--- config.mk ---
export PLATFORM = sky130hd
export DESIGN_NAME = audio_block_level_meter
export DESIGN_NICKNAME = d
export VERILOG_FILES = /design/src/rtl/abm_pkg.sv /design/src/rtl/abm_divider.sv /design/src/rtl/abm_ring.sv /design/src/rtl/audio_block_level_meter.sv
export SDC_FILE = /design/constraint.sdc
export NUM_CORES = 1
export LEC_CHECK = 0
export BUFFER_PORTS_ARGS = -buffer_cell sky130_fd_sc_hd__buf_2
export CORE_MARGIN = 1.5
export CORE_UTILIZATION = 60
export CTS_CLUSTER_SIZE = 12
export DETAILED_ROUTE_END_ITERATION = 10
export HOLD_SLACK_MARGIN = 0.1
export PLACE_DENSITY = 0.77
export SLEW_MARGIN = 25
export SYNTH_ARGS = -nofsm -noshare
export SYNTH_HDL_FRONTEND = slang
export SYNTH_SLANG_ARGS = --single-unit
--- constraint.sdc ---
create_clock -name clk -period 7 [get_ports clk]
set_input_delay 0.7 -clock clk [delete_from_list [all_inputs] [get_ports clk]]
set_output_delay 0.7 -clock clk [all_outputs]
set_load 0.005 [all_outputs]
--- src/rtl/abm_pkg.sv ---
// Shared types and constants for the audio block level meter.
// No dependencies; every other file in rtl imports this package.
package abm_pkg;

  localparam int SAMPLE_W      = 16;
  localparam int LEVEL_W       = 15;
  localparam int APERTURE_DEF  = 16;
  localparam int MAX_BLOCK_DEF = 4096;

  localparam logic [LEVEL_W-1:0] FULL_SCALE = 15'h7fff;

  typedef enum logic [2:0] {
    S_IDLE,
    S_LVL_START,
    S_LVL_WAIT,
    S_RING,
    S_LOAD
  } abm_state_t;

endpackage

--- src/rtl/abm_divider.sv ---
// Shared restoring divider, one quotient bit per cycle.
// Depends on abm_pkg only through the import convention of the project.
module abm_divider #(
  parameter int DIVIDEND_W = 27,
  parameter int DIVISOR_W  = 13
) (
  input  logic                  clk,
  input  logic                  rst_n,
  input  logic                  start,
  input  logic [DIVIDEND_W-1:0] dividend,
  input  logic [DIVISOR_W-1:0]  divisor,
  output logic                  busy,
  output logic                  done,
  output logic [DIVIDEND_W-1:0] quotient
);
  import abm_pkg::*;

  localparam int CNT_W = $clog2(DIVIDEND_W + 1);

  logic [DIVIDEND_W-1:0] quo_r;
  logic [DIVISOR_W-1:0]  rem_r;
  logic [DIVISOR_W-1:0]  dvs_r;
  logic [CNT_W-1:0]      cnt_r;
  logic                  busy_r;
  logic                  done_r;
  logic [DIVISOR_W:0]    trial;
  logic [DIVISOR_W:0]    diff;
  logic                  fits;

  // Shift the next dividend bit into the partial remainder and try a subtract.
  always_comb begin
    trial = {rem_r, quo_r[DIVIDEND_W-1]};
    diff  = trial - {1'b0, dvs_r};
    fits  = (trial >= {1'b0, dvs_r});
  end

  always_ff @(posedge clk) begin
    if (!rst_n) begin
      busy_r <= 1'b0;
      done_r <= 1'b0;
      cnt_r  <= '0;
    end else begin
      done_r <= 1'b0;
      if (start) begin
        busy_r <= 1'b1;
        cnt_r  <= CNT_W'(DIVIDEND_W);
      end else if (busy_r) begin
        cnt_r <= cnt_r - 1'b1;
        if (cnt_r == CNT_W'(1)) begin
          busy_r <= 1'b0;
          done_r <= 1'b1;
        end
      end
    end
  end

  always_ff @(posedge clk) begin
    if (start) begin
      quo_r <= dividend;
      rem_r <= '0;
      dvs_r <= divisor;
    end else if (busy_r) begin
      quo_r <= {quo_r[DIVIDEND_W-2:0], fits};
      rem_r <= fits ? diff[DIVISOR_W-1:0] : trial[DIVISOR_W-1:0];
    end
  end

  assign busy     = busy_r;
  assign done     = done_r;
  assign quotient = quo_r;

endmodule

--- src/rtl/abm_ring.sv ---
// Ring of recent block levels: one memory with a registered read port and
// per-entry valid bits so that unwritten entries read as zero after reset.
// Depends on abm_pkg.
module abm_ring #(
  parameter int APERTURE = abm_pkg::APERTURE_DEF
) (
  input  logic                               clk,
  input  logic                               rst_n,
  input  logic                               rd_en,
  input  logic [$clog2(APERTURE)-1:0]        rd_idx,
  output logic [abm_pkg::LEVEL_W-1:0]        rd_level,
  input  logic                               wr_en,
  input  logic [$clog2(APERTURE)-1:0]        wr_idx,
  input  logic [abm_pkg::LEVEL_W-1:0]        wr_level
);
  import abm_pkg::*;

  logic [LEVEL_W-1:0]  mem [APERTURE];
  logic [APERTURE-1:0] valid_r;
  logic [LEVEL_W-1:0]  rd_data_r;
  logic                rd_valid_r;

  always_ff @(posedge clk) begin
    if (wr_en) begin
      mem[wr_idx] <= wr_level;
    end
    if (rd_en) begin
      rd_data_r <= mem[rd_idx];
    end
  end

  always_ff @(posedge clk) begin
    if (!rst_n) begin
      valid_r    <= '0;
      rd_valid_r <= 1'b0;
    end else begin
      if (wr_en) begin
        valid_r[wr_idx] <= 1'b1;
      end
      if (rd_en) begin
        rd_valid_r <= valid_r[rd_idx];
      end
    end
  end

  assign rd_level = rd_valid_r ? rd_data_r : '0;

endmodule

--- src/rtl/audio_block_level_meter.sv ---
// Top level of the audio block level meter: sequencer, accumulator, ring sum
// and output register. Depends on abm_pkg, abm_divider and abm_ring.
//
// Usage: signed 16-bit samples come in on the in_ channel, one per beat, with
// in_last high on the final sample of a block. Each sample adds its absolute
// value (the most negative code counts as full scale) to the accumulator.
// Samples beyond MAX_BLOCK in one block are dropped and set the overflow flag.
// In S_IDLE, beats without in_last stream at one per clock; only a block end
// stalls in_ready. A beat with in_last yields exactly one out_ beat: the block
// level (mean absolute sample), the average of the last APERTURE block
// levels, and the overflow flag. The block mean runs on a serial divider
// that produces one quotient bit per cycle, DIV_W (the accumulator width) bits
// in all; the ring average is a multiply by a rounded-up reciprocal of
// APERTURE. A block end keeps in_ready low through S_LVL_START, S_LVL_WAIT
// (until the divider is done), S_RING and S_LOAD, and the result beat is
// offered from the cycle in which in_ready returns. The result sits in an
// output register, so new samples are accepted while it waits for out_ready;
// if a further block end completes before that, the sequencer holds until the
// pending beat is taken. Reset clears the accumulator, the count, the ring
// (through per-entry valid bits), the ring sum and the output valid.
module audio_block_level_meter #(
  parameter int APERTURE  = abm_pkg::APERTURE_DEF,
  parameter int MAX_BLOCK = abm_pkg::MAX_BLOCK_DEF
) (
  input  logic                                 clk,
  input  logic                                 rst_n,
  input  logic                                 in_valid,
  output logic                                 in_ready,
  input  logic signed [abm_pkg::SAMPLE_W-1:0]  in_sample,
  input  logic                                 in_last,
  output logic                                 out_valid,
  input  logic                                 out_ready,
  output logic [abm_pkg::LEVEL_W-1:0]          out_block_level,
  output logic [abm_pkg::LEVEL_W-1:0]          out_average_level,
  output logic                                 out_overflow
);
  import abm_pkg::*;

  // Widths follow from the parameters: the accumulator holds MAX_BLOCK full
  // scale samples and the ring sum holds APERTURE full scale levels.
  localparam int CNT_W  = $clog2(MAX_BLOCK + 1);
  localparam int ACC_W  = $clog2(int'(FULL_SCALE) * MAX_BLOCK + 1);
  localparam int SUM_W  = $clog2(int'(FULL_SCALE) * APERTURE + 1);
  localparam int IDX_W  = $clog2(APERTURE);
  localparam int DIV_W  = ACC_W;
  localparam int DVS_W  = CNT_W;

  // Ring average by reciprocal multiplication. With the multiplier rounded
  // up and this shift, the top bits of sum * AVG_MULT equal
  // floor(sum / APERTURE) for every sum that SUM_W bits can hold.
  localparam int AVG_SHIFT = SUM_W + $clog2(APERTURE);
  localparam int PROD_W    = 2 * SUM_W + 1;
  localparam logic [SUM_W:0] AVG_MULT = (SUM_W+1)'(
    ((longint'(1) << AVG_SHIFT) + longint'(APERTURE) - 1) / longint'(APERTURE));

  abm_state_t state_r, state_nxt;

  logic [ACC_W-1:0]   acc_r, acc_nxt;
  logic [CNT_W-1:0]   count_r, count_nxt;
  logic               ovf_r, ovf_nxt;
  logic [IDX_W-1:0]   idx_r, idx_nxt;
  logic [SUM_W-1:0]   sum_r, sum_nxt;
  logic [LEVEL_W-1:0] level_r, level_nxt;

  logic               out_valid_r;
  logic [LEVEL_W-1:0] out_level_r;
  logic [LEVEL_W-1:0] out_avg_r;
  logic               out_ovf_r;

  logic               in_beat;
  logic               load_out;
  logic [LEVEL_W-1:0] magnitude;
  logic [SAMPLE_W-1:0] negated;

  logic               div_start;
  logic [DIV_W-1:0]   div_dividend;
  logic [DVS_W-1:0]   div_divisor;
  logic               div_busy;
  logic               div_done;
  logic [DIV_W-1:0]   div_quotient;
  logic [LEVEL_W-1:0] quo_clamped;

  logic [PROD_W-1:0]  avg_product;
  logic [LEVEL_W-1:0] avg_level;

  logic               ring_rd_en;
  logic               ring_wr_en;
  logic [LEVEL_W-1:0] ring_old;

  assign in_ready = (state_r == S_IDLE);
  assign in_beat  = in_valid && in_ready;

  // Absolute value; the most negative code has no positive twin and clamps.
  assign negated   = SAMPLE_W'(~in_sample) + SAMPLE_W'(1);
  assign magnitude = !in_sample[SAMPLE_W-1] ? in_sample[LEVEL_W-1:0] :
                     negated[SAMPLE_W-1] ? FULL_SCALE : negated[LEVEL_W-1:0];

  assign quo_clamped = (|div_quotient[DIV_W-1:LEVEL_W]) ? FULL_SCALE :
                       div_quotient[LEVEL_W-1:0];

  assign avg_product = PROD_W'(sum_r) * PROD_W'(AVG_MULT);
  assign avg_level   = avg_product[AVG_SHIFT +: LEVEL_W];

  abm_divider #(
    .DIVIDEND_W (DIV_W),
    .DIVISOR_W  (DVS_W)
  ) u_div (
    .clk      (clk),
    .rst_n    (rst_n),
    .start    (div_start),
    .dividend (div_dividend),
    .divisor  (div_divisor),
    .busy     (div_busy),
    .done     (div_done),
    .quotient (div_quotient)
  );

  abm_ring #(
    .APERTURE (APERTURE)
  ) u_ring (
    .clk      (clk),
    .rst_n    (rst_n),
    .rd_en    (ring_rd_en),
    .rd_idx   (idx_r),
    .rd_level (ring_old),
    .wr_en    (ring_wr_en),
    .wr_idx   (idx_r),
    .wr_level (level_r)
  );

  always_comb begin
    state_nxt    = state_r;
    acc_nxt      = acc_r;
    count_nxt    = count_r;
    ovf_nxt      = ovf_r;
    idx_nxt      = idx_r;
    sum_nxt      = sum_r;
    level_nxt    = level_r;
    div_start    = 1'b0;
    div_dividend = DIV_W'(acc_r);
    div_divisor  = DVS_W'(count_r);
    ring_rd_en   = 1'b0;
    ring_wr_en   = 1'b0;
    load_out     = 1'b0;

    case (state_r)
      S_IDLE: begin
        if (in_beat) begin
          if (count_r < CNT_W'(MAX_BLOCK)) begin
            acc_nxt   = acc_r + ACC_W'(magnitude);
            count_nxt = count_r + 1'b1;
          end else begin
            ovf_nxt = 1'b1;
          end
          if (in_last) begin
            state_nxt = S_LVL_START;
          end
        end
      end
      S_LVL_START: begin
        // Block mean, and fetch the ring entry about to be replaced.
        div_start  = 1'b1;
        ring_rd_en = 1'b1;
        state_nxt  = S_LVL_WAIT;
      end
      S_LVL_WAIT: begin
        if (div_done) begin
          level_nxt = quo_clamped;
          state_nxt = S_RING;
        end
      end
      S_RING: begin
        ring_wr_en = 1'b1;
        sum_nxt    = sum_r - SUM_W'(ring_old) + SUM_W'(level_r);
        idx_nxt    = (idx_r == IDX_W'(APERTURE - 1)) ? '0 : idx_r + 1'b1;
        state_nxt  = S_LOAD;
      end
      S_LOAD: begin
        // Wait here only if the previous result has not been taken yet.
        if (!out_valid_r || out_ready) begin
          load_out  = 1'b1;
          acc_nxt   = '0;
          count_nxt = '0;
          ovf_nxt   = 1'b0;
          state_nxt = S_IDLE;
        end
      end
      default: begin
        state_nxt = S_IDLE;
      end
    endcase
  end

  always_ff @(posedge clk) begin
    if (!rst_n) begin
      state_r     <= S_IDLE;
      acc_r       <= '0;
      count_r     <= '0;
      ovf_r       <= 1'b0;
      idx_r       <= '0;
      sum_r       <= '0;
      out_valid_r <= 1'b0;
    end else begin
      state_r <= state_nxt;
      acc_r   <= acc_nxt;
      count_r <= count_nxt;
      ovf_r   <= ovf_nxt;
      idx_r   <= idx_nxt;
      sum_r   <= sum_nxt;
      if (load_out) begin
        out_valid_r <= 1'b1;
      end else if (out_ready) begin
        out_valid_r <= 1'b0;
      end
    end
  end

  always_ff @(posedge clk) begin
    level_r <= level_nxt;
    if (load_out) begin
      out_level_r <= level_r;
      out_avg_r   <= avg_level;
      out_ovf_r   <= ovf_r;
    end
  end

  assign out_valid         = out_valid_r;
  assign out_block_level   = out_level_r;
  assign out_average_level = out_avg_r;
  assign out_overflow      = out_ovf_r;

  // The shared divider is never restarted while it is still working.
  a_div_free: assert property (@(posedge clk) disable iff (!rst_n)
    div_start |-> !div_busy)
    else $error("divider started while busy");

  // The sample count never passes the block limit.
  a_count_max: assert property (@(posedge clk) disable iff (!rst_n)
    count_r <= CNT_W'(MAX_BLOCK))
    else $error("sample count above MAX_BLOCK");

  // Overflow is only raised once the block is full.
  a_ovf_full: assert property (@(posedge clk) disable iff (!rst_n)
    ovf_r |-> (count_r == CNT_W'(MAX_BLOCK)))
    else $error("overflow flag set on a block that is not full");

  // The ring sum stays within what APERTURE full-scale levels can add up to.
  a_sum_range: assert property (@(posedge clk) disable iff (!rst_n)
    sum_r <= SUM_W'(int'(FULL_SCALE) * APERTURE))
    else $error("ring sum out of range");

endmodule
======== Word-level counts from Yosys, hierarchy flattened ========
Memory sizes are Yosys's and may differ from the RTL's. A register that Yosys moved wholly into a read port is not among the register bits.
Index checks and enable logic that the tools add are counted.
cells by class
  $add $sub $neg .......................... 8
  order comparisons ....................... 4
  equal/unequal tests ..................... 12
  multiplexer cells ....................... 42
  bitwise logic cells ..................... 4
  reduce and logical (&&, ||, !) cells .... 15
operators by type and width
  kind                     count
  $mux W27                 5
  $pmux W27 S2             1
  $mux W13                 4
  $mux W15                 3
  $add A27 B15 Y27         1
  $pmux W13 S2             1
  $add A19 B15 Y19         1
  $sub A19 B15 Y19         1
  $mux W1                  17
  $add A16 B2 Y16 const B  1
  $not A16 Y16             1
  $or A16 B16 Y16          1
  $pmux W3 S5              1
  $ge A14 B13 Y1           1
  $add A13 B1 Y13 const B  1
  $lt A13 B13 Y1 const B   1
  $sub A13 B13 Y13         1
  $mux W3                  4
  $reduce_and A4 Y1        3
  $reduce_or A12 Y1        1
  $mux W5                  2
  $ne A2 B1 Y1 const B     4
  $eq A3 B2 Y1 const B     2
  $reduce_bool A2 Y1       3
  21 further kinds         24
storage, ports and cells
  register bits ........................... 191
  memory bits (writable) .................. 240
  bits of input ports ..................... 21
  output and inout port bits .............. 33
  logic and storage cells ................. 106
  memories ................................ 1
memory list
  memory      words  bits a word  rd ports  clocked after memory_dff  wr ports  RTL line        RTL
  u_ring.mem  16     15           1         1                         1         abm_ring.sv:18  logic [LEVEL_W-1:0] mem [APERTURE];

======== Longest topological paths before layout ========
  word-level depth ........................ 8
  mapped depth ............................ 16

======== Cells and area by module ========
A second synthesis with hierarchy kept.
unflattened totals
  cells, all modules ...................... 1,464
  area, all modules ....................... 20,292.0 µm²
modules (own cells, without submodules)
  module                   instances  cells each  area an instance (µm²)
  abm_ring                 1          439         10,393.7
  audio_block_level_meter  1          766         6,846.6
  abm_divider              1          259         3,051.7

======== Worst setup path before layout ========
Ideal clock, no wire load.
  kind .................................... input to register
  from .................................... input in_sample[5] in the netlist's numbering
  to ...................................... register acc_r[25]
  library setup time ...................... 0.071 ns
  arrival ................................. 4.057 ns
  setup slack ............................. 2.872 ns
  stages on the path ...................... 16
  path through ............................ nor4_1 > nand2_1 > or3_1 > nor3_1 > nand3_1 > clkbuf_1 > nand2_1 > ha_1 > inv_1 > o21a_1 > nor4_1 > o31a_1 > o221ai_2 > buf_2 > or4_1 > a21oi_1
on the way
  longest elaborated chain between the ends .. 8
ends and longest elaborated chain
  element               RTL line                        RTL
  from (decl)           audio_block_level_meter.sv:29   input logic signed [abm_pkg::SAMPLE_W-1:0] in_sample,
  $not A16 Y16          audio_block_level_meter.sv:94   assign negated = SAMPLE_W'(~in_sample) + SAMPLE_W'(1);
  $add A16 B2 Y16       audio_block_level_meter.sv:94
  $mux W15              audio_block_level_meter.sv:96   negated[SAMPLE_W-1] ? FULL_SCALE : negated[LEVEL_W-1:0];
  $mux W15 *            audio_block_level_meter.sv:95   assign magnitude = !in_sample[SAMPLE_W-1] ? in_sample[LEVEL_W-1:0] :
  $add A27 B15 Y27 *    audio_block_level_meter.sv:150  acc_nxt = acc_r + ACC_W'(magnitude);
  $mux W27 *            audio_block_level_meter.sv:149  if (count_r < CNT_W'(MAX_BLOCK)) begin
  $mux W27 *            audio_block_level_meter.sv:148  if (in_beat) begin
  $pmux W27 S2 *        audio_block_level_meter.sv:146  case (state_r)
  to (signal assigned)  audio_block_level_meter.sv:205  acc_r <= acc_nxt;
  to (decl)             audio_block_level_meter.sv:58   logic [ACC_W-1:0] acc_r, acc_nxt;
Mark *: on every way between the ends. The rest lies on a longest branch, timed or not. The select of a mux whose other input is x is not followed.
A chain may end at the register's enable or synchronous reset.

======== Worst setup path in the final report ========
  from .................................... input in_sample[5] in the netlist's numbering
  to ...................................... register acc_r[20]
Same word-level chain as after synthesis.

==> metrics <==
status finished clean; R2R cell count 11; Post-CTS Setup Inserts 0; Critical Path RT around 7500 ps; CP endpoint kind register; total grt overflow 0; Post-synth EDFFs 341; period utilization 0.664; CP Launch Point in_sample[5]; Slew headroom 0.277; final WL between 40000 and 50000 um; Initial Util 0.611; fin. max-slew vios 0; DP HPWL 27000 um; largest net degree at the start of global routing 75; Worst path max stage delay 430 ps; core footprint 32600 um2; RSZ-0062 raised after global routing false; Synth Area in Adders 0.0522; slowest CP cell nand3_1; Syn-to-layout area delta 10.9%; Die Height 185 um; Overall Power 5.92 mW; Final Skew 18.8 ps; crit path cell chain buf_2 -> nor4_1 -> nand2_1 -> or3_1 -> nor3_1 -> nand3_1 -> nand2_1 -> ha_1 -> inv_1 -> fa_1 -> nand2b_1 -> a21oi_1 -> a31oi_1 -> a21oi_1 -> a21boi_0 -> or3_1 -> a21oi_1; final setup vio count 0; I/O Buffers 53; drt via density between 6 and 7; hold crit path type reg2reg; Arrival @ worst endpoint around 5100 ps; Antenna Nets Post-Route 0; detailed-route via count between 10000 and 15000; pwr/cell area 268 nW/um2; share of cells above drive strength 1 0.161; Total Die Area 34300 um2; leak pwr approximately 7 nW; worst slew pin tran ~1100 ps; post-cts resize count 0; Tot GR Track Use 0.266; 1st-pass router iterations 5; Mapped Area 19900 um2; area fraction in compound gates after synthesis 0.0764; H-Tree Depth 2; RR Endpoint sum_r[17]; yosys warns 0; FF+latch count, synth 446; Die W 185 um; # DRC 0; DR WL/cell between 20 and 25 um; CTS Buf Count 45; global-route wire length before repair 68300 um; Final Net Count 1626; max-cap violations 0; Crit path top cell by count a21oi_1; initial antenna violation count 0; CP endpoint acc_r[20]; setup TNS 0 ps; I/O Pins 54; Setup crit start kind input pin; Root Driver clkbuf_16; Top FF cell, synth edfxtp_1; Final Hold Viols 0; number of antenna diodes 0; Net Count, Synth 1556; xor and xnor area share after synthesis 0.0264; async set or reset register ratio after synthesis 0; worst hold slack between 400 and 500 ps; main combinational cell family by area after synthesis simple AND/OR/NAND/NOR gates; CTS clk-pin slew, worst paths 60 ps; number of DRC markers in iteration 0 1087; number of global-route vias before repair 12200; maximum clock path buffer count 3; CP Max Fanout 12; reg-to-reg setup timing slack 3080 ps; total clock sinks ~450; sequential element share of the synthesized area 0.619; fmax roughly 220 MHz; num rows 66; Peak VDD IR 0.158 mV; Synth Area in Simple Gates 0.0980; clk_lat worst skew ~550 ps; RR Startpoint level_r[1]; Final GP Congestion roughly 0.86; Mean Syn Cell Area 13.6 um2; multiplexer share of the synthesized area 0.0979; hold-fix buffers at CTS 0; Final min period 4650 ps; CTS tree yes; Yosys cell types 70; kind of critical path in2reg; Synth Instances 1462
[how the worst min path moves through the flow]
stage               from                     to  cells after the start
2_1_floorplan      ovf_r           out_overflow                      0
3_3_place_gp       ovf_r           out_overflow                      0
3_5_place_dp       ovf_r           out_overflow                      0
4_1_cts          in_last             state_r[0]                      3
5_1_grt            ovf_r           out_overflow                      0
6_report       sum_r[18]  out_average_level[14]                      0
[logic make-up (layout without fill, tap and decap cells)]
| logic type | Yosys count | count (layout) |
|---|---|---|
| compound gates | 231 | 231 |
| fa+ha+maj | 73 | 73 |
| flops | 446 | 446 |
| mux | 95 | 95 |
| xor+xnor | 60 | 60 |
| buf+inv | 156 | 258 |
| simple gates | 401 | 401 |
[cells in the mapped netlist, types with 9 or more instances]
library cell / instances / area share
xnor2_1: 27 / 0.012
nor3_1: 17 / 0.0043
a21boi_0: 11 / 0.0041
and3_1: 15 / 0.0047
nand2b_1: 14 / 0.0044
and2_1: 28 / 0.0088
nor2_1: 52 / 0.0098
xor2_1: 33 / 0.014
nor2b_1: 19 / 0.0060
buf_2: 9 / 0.0023
or3_1: 16 / 0.0050
or2_2: 17 / 0.0053
a21o_1: 19 / 0.0072
o21ai_0: 61 / 0.015
nand3_1: 22 / 0.0055
mux2i_1: 15 / 0.0075
dfxtp_1: 105 / 0.11
clkbuf_1: 44 / 0.0083
o21a_1: 25 / 0.0094
a21oi_1: 49 / 0.012
inv_1: 97 / 0.018
fa_1: 17 / 0.017
edfxtp_1: 341 / 0.51
a22oi_1: 9 / 0.0034
ha_1: 56 / 0.035
mux4_2: 80 / 0.090
nand2_1: 167 / 0.031
[flip-flops by register name (all words and copies together), names as in the netlist]
register / flops
u_div.dvs_r: 13
u_div.cnt_r: 5
out_overflow: 1
out_average_level: 15
u_div.rem_r: 13
ovf_r: 1
u_ring.valid_r: 16
out_valid: 1
count_r: 13
idx_r: 4
u_ring.rd_valid_r: 1
out_block_level: 15
level_r: 15
u_div.done: 1
acc_r: 27
u_ring.mem: 240
sum_r: 19
state_r: 3
u_div.busy: 1
u_div.quotient: 27
u_ring.rd_data_r: 15
[cell type report]
type	count	area (um2)
Sequential cell	446	12300
Timing Repair Buffer	81	479
Clock inverter	9	68.8
Clock buffer	70	1240
Inverter	98	370
Fill cell	2161	10500
Tap cell	442	553
Multi-Input combinational cell	860	7060
[routing by layer]
metal	share of wire	vias to the layer above	wire, um	global-route usage
met2	0.49	533	21600	0.445
met3	0.070	78	3080	0.0326
met4	0.025	0	1080	0.0816
met5	0	-	0	0
met1	0.41	6117	18100	0.367
li1	-	5545	-	-
[through the flow]
| step | setup slack, ps | instance area [um2] | cells | utilization |
|---|---|---|---|---|
| after floorplan | 2870 | 19900 | 1462 | - |
| after global placement | 2020 | 20800 | 1926 | 0.637 |
| after detailed placement | 1790 | 20800 | 1926 | 0.637 |
| after CTS | 2340 | 22100 | 2005 | 0.677 |
| after global routing | 2040 | 22100 | 2006 | 0.678 |
| final | 2350 | 22100 | 2006 | 0.678 |
[critical path, delay by kind of cell]
kind | cells | cell delay, ps
fa+ha+maj | 2 | 570
compound gates | 5 | 1180
simple gates | 8 | 2470
buf+inv | 2 | 170
[report_power, final]
group / internal (mW) / leakage, nW / switching [mW]
Clock: 1.22 / 0.630 / 0.963
Combinational: 0.350 / 3.24 / 0.434
Sequential: 2.89 / 3.00 / 0.0616
[placed cells by master (no fill, tap or decap), types with 6 or more instances in the layout]
| cell | count |
|---|---|
| mux2i_1 | 15 |
| ha_1 | 56 |
| xnor2_1 | 27 |
| xor2_1 | 33 |
| o31ai_1 | 8 |
| nand3_1 | 22 |
| a21boi_0 | 11 |
| clkbuf_1 | 23 |
| edfxtp_1 | 341 |
| nor2b_1 | 19 |
| nor4_1 | 6 |
| and2_1 | 28 |
| o21a_1 | 25 |
| a22oi_1 | 9 |
| nor2_1 | 51 |
| nand4_1 | 8 |
| or2_2 | 17 |
| clkbuf_16 | 45 |
| buf_4 | 27 |
| and3_1 | 15 |
| nand2b_1 | 14 |
| inv_1 | 96 |
| nand2_1 | 167 |
| a21o_1 | 19 |
| o21ai_0 | 60 |
| mux4_2 | 80 |
| dfxtp_1 | 103 |
| nor3_1 | 12 |
| a21oi_1 | 49 |
| fa_1 | 17 |
| buf_2 | 53 |
| or3_1 | 16 |
Note: power is estimated with default switching activity, not from simulation.
